[config.mk]
export PLATFORM = sky130hd
export DESIGN_NAME = scft_ram
export DESIGN_NICKNAME = d
export VERILOG_FILES = /design/src/design/session_context_tombstone_floor_table_macros.svh /design/src/design/scft_ram.sv
export SDC_FILE = /design/constraint.sdc
export NUM_CORES = 2
export LEC_CHECK = 0
export BUFFER_PORTS_ARGS = -buffer_cell sky130_fd_sc_hd__buf_4
export CAP_MARGIN = 5
export CORE_MARGIN = 2
export CORE_UTILIZATION = 55
export CTS_BUF_LIST = sky130_fd_sc_hd__clkbuf_8
export DETAILED_ROUTE_END_ITERATION = 8
export MAX_ROUTING_LAYER = met4
export PLACE_DENSITY = 0.69
export SLEW_MARGIN = 20
export SYNTH_ARGS = -nofsm -noshare
export SYNTH_HDL_FRONTEND = slang
export SYNTH_SLANG_ARGS = --single-unit
[constraint.sdc]
create_clock -name clock -period 16.8 [get_ports clock]
set_input_delay 0.84 -clock clock [delete_from_list [all_inputs] [get_ports clock]]
set_output_delay 0.84 -clock clock [all_outputs]
set_load 0.01 [all_outputs]
[src/design/session_context_tombstone_floor_table_macros.svh]
// Assertion helpers shared by the table design
`ifndef SESSION_CONTEXT_TOMBSTONE_FLOOR_TABLE_MACROS_SVH
`define SESSION_CONTEXT_TOMBSTONE_FLOOR_TABLE_MACROS_SVH
`ifndef SYNTHESIS
// same-cycle implication
`define SCFT_ASSERT_NOW(lbl, ante, cons, msg) \
   lbl: assert property (@(posedge clock) disable iff (reset) (ante) |-> (cons)) \
      else $error(msg);
// next-cycle implication
`define SCFT_ASSERT_NEXT(lbl, ante, cons, msg) \
   lbl: assert property (@(posedge clock) disable iff (reset) (ante) |=> (cons)) \
      else $error(msg);
`else
`define SCFT_ASSERT_NOW(lbl, ante, cons, msg)
`define SCFT_ASSERT_NEXT(lbl, ante, cons, msg)
`endif
`endif

[src/design/scft_ram.sv]
module scft_ram #(
   parameter int unsigned WIDTH = 192,
   parameter int unsigned DEPTH = 16
) (
   input  logic                                   clock,
   input  logic                                   we,
   input  logic [((DEPTH > 1) ? $clog2(DEPTH) : 1)-1:0] waddr,
   input  logic [WIDTH-1:0]                       wdata,
   input  logic [((DEPTH > 1) ? $clog2(DEPTH) : 1)-1:0] raddr,
   output logic [WIDTH-1:0]                       rdata
);

   logic [WIDTH-1:0] mem [DEPTH];
   logic [WIDTH-1:0] rdata_ff;

   // one write port, one registered read port
   always_ff @(posedge clock) begin
      if (we) begin
         mem[waddr] <= wdata;
      end
      rdata_ff <= mem[raddr];
   end

   assign rdata = rdata_ff;

endmodule

==> flow_summary.toml <==
[global_routing]
grt_pass1_vias = 58532
grt_pass1_wl_um = 391000
grt_max_degree = 148
grt_usage_pct = 25.5
overflow = 0
antenna_found_initial = 48

[worst_setup_path]
reg2reg_slack_ns = 15.29
crit_family = "buffers and inverters"
crit_chain = "buf_12, buf_4, buf_4, buf_4, buf_4, mux4_2, a22oi_1, nand2_1"
crit_type = "in2reg"
cp_common_cell = "buf_4"
arrival_ns = 5.42
timing.rr.end = "rdata[158]$_DFF_P_"
reg2regPathDepth = 4
critPathBufInv = 5
timing.rr.start = "mem[5][158]$_DFFE_PP_"
end_kind = "flop"
crit_path_max_incr_delay_ns = 0.76
critPathLaunchType = "input port"
required_ns = 17.72
slowest_stage = "buf_4"
path_max_fanout = 100

[yosys]
netlist_instances = 5024
ys_types = 25
synth_area_um2 = 119000
ys_seq_area_share_pct = 80.9
syn_avg_cell_area_um2 = 23.6
ys_warn_count = 0
synth_edf_count = 3072
synthArstFlopShare_pct = 0
synth_flop_cell = "edfxtp_1"
synth_seq_cells = 3264
syn_nets = 5226

[finish]
seq_area_um2 = 96100
layout_common_cells = "edfxtp_1 (3072), mux4_2 (717), clkbuf_8 (604), buf_4 (485), a22oi_1 (329)"
final_common_cell = "edfxtp_1"
fin_util_pct = 63.6
fill_cells = 14259
multi_input_area_um2 = 21600
fin_nets = 6130
drive_above_1_share_pct = 30.5
area_growth_pct = 15.0

[min_path]
hp-class = "in2reg"
hold-path-cell-count = 1
worstHoldEndpoint = "mem[6][37]$_DFFE_PP_"
hp-start = "wdata[37]"

[die]
chipHeight_um = 469
initial_utilization_pct = 55.4
rows = 170
core_area_um2 = 215000
die-area_um2 = 220000
ios = 394
die_w_um = 469

[route]
drtPass1Iterations = 6
antenna_left = 0
routedWlPerCell_um = 29.3
routed_wl_um = 270000
avgViaCountPerCell = 6.10
vias = 56280
initialDrtViolationCount = 5856
drc = 0

[job]
cap_violations = 0

[power]
leakagePower_nw = 45.1
power_frac_clock_pct = 38.9
ir_drop_mv = 0.0950
p_int_w = 0.0129
swShare_pct = 21.8
pwr-share-comb_pct = 5.2
p_sw_w = 0.00358
seq_power_share_pct = 55.9
power.density_nw_per_um2 = 120

[clocking]
cts_tree = "yes"
cts-root-buf = "clkbuf_8"
htree_num_levels = 6
numCtsBuffers = 534
cts.sinks = 3264
ctsLongestPathBuffers = 4
clkTransAtPathRegs_ns = 0.05
worstSkewPairLatency_ns = 1.07
cts_resized = 0

[timing]
fmax_mhz = 222
min_period_ns = 4.50
tightest_slew_ns = 1.14
finalCritPeriodShare_pct = 26.8
timing.slew.headroom_pct = 24.1
tns_ns = 0
finalSetupViolCount = 0
finalClockSkew_ns = 0.0449
hold_violations = 0
rsz0062_at_grt = "no"
final-max-slew-violation-count = 0

[placed_design]
post-dp-hpwl_um = 134000
io_buffer_count = 393
routabilityCongestion = 0.736

[run_status]
outcome = "completed"
==> how the worst max path moves through the flow <==
stage	cells after the start	to	from	slack [ns]
after global placement	8	rdata[139]$_DFF_P_	raddr[0]	11.14
after global routing	8	rdata[135]$_DFF_P_	raddr[0]	11.84
after detailed placement	8	rdata[135]$_DFF_P_	raddr[0]	11.14
after CTS	8	rdata[135]$_DFF_P_	raddr[0]	12.28
after floorplan	2	mem[0][0]$_DFFE_PP_	waddr[2]	1.53
final	8	rdata[135]$_DFF_P_	raddr[0]	12.30
==> per-layer routing <==
metal / share of wire (%) / track usage, % / up-vias
met5: 0 / - / -
met4: 2.6 / 8.04 / 0
met3: 7.7 / 5.08 / 422
met2: 50 / 40.6 / 2312
met1: 39 / 33.6 / 30143
li1: - / - / 23403
==> sequential cells by signal, indices dropped and copies added, names as in the netlist <==
name / flops
mem: 3072
rdata: 192
==> cells in the mapped netlist, types with 4 or more instances <==
master | count | share of area (%)
buf_1 | 30 | 0.095
o22ai_1 | 27 | 0.14
clkbuf_1 | 107 | 0.34
buf_6 | 4 | 0.038
a21oi_1 | 35 | 0.15
edfxtp_1 | 3072 | 78
o211ai_1 | 23 | 0.15
nor2_1 | 17 | 0.054
buf_2 | 88 | 0.37
mux4_2 | 717 | 14
a211oi_1 | 27 | 0.17
buf_4 | 38 | 0.24
nor2b_1 | 13 | 0.068
mux2i_1 | 121 | 1.0
nand2_1 | 167 | 0.53
nor3_1 | 4 | 0.017
a22oi_1 | 329 | 2.1
dfxtp_1 | 192 | 3.2
==> per-stage QoR <==
step	cells	hold slack (ns)	area (um2)	setup WS [ns]	power [W]
global route	9219	0.0229	137000	11.84	0.0170
global placement	8096	0.645	125000	11.14	0.0102
floorplan	5024	0.608	119000	1.53	0.00981
CTS	9180	0.0000114	136000	12.28	0.0166
finish	9223	0.0796	137000	12.30	0.0164
detailed placement	8096	0.650	125000	11.14	0.0102
==> power by group through the flow <==
stage,Combinational (W),Clock (W),Sequential (W)
after global placement,0.000822,0,0.00935
after floorplan,0.000434,0,0.00937
after global routing,0.000922,0.00688,0.00919
final,0.000858,0.00639,0.00919
after CTS,0.000871,0.00652,0.00919
after detailed placement,0.000838,0,0.00936
==> repair_timing <==
action	in CTS	in global routing
setup buffers	0	0
hold buffers	134	0
hold endpoints to repair	1434	0
==> area by class of cell <==
type                       instances  share of cell area (%)
inverter                           1                 0.00275
clock buffer                     603                    6.08
clock inverter                   347                    1.21
tap                             2838                    2.60
timing repair buffer             635                    3.87
antenna                           43                  0.0788
sequential                      3264                    70.3
multi-input combinational       1492                    15.8
==> kinds of logic (layout without fill, tap and decap cells) <==
family / Yosys count / count (layout) / share of synthesized area (%)
other cells: 0 / 43 / 0
buf+inv: 268 / 1586 / 1.08
simple gates: 212 / 212 / 0.728
compound gates: 442 / 442 / 2.69
flops: 3264 / 3264 / 80.9
mux: 838 / 838 / 14.6
Power figures use the tool's default switching activity.
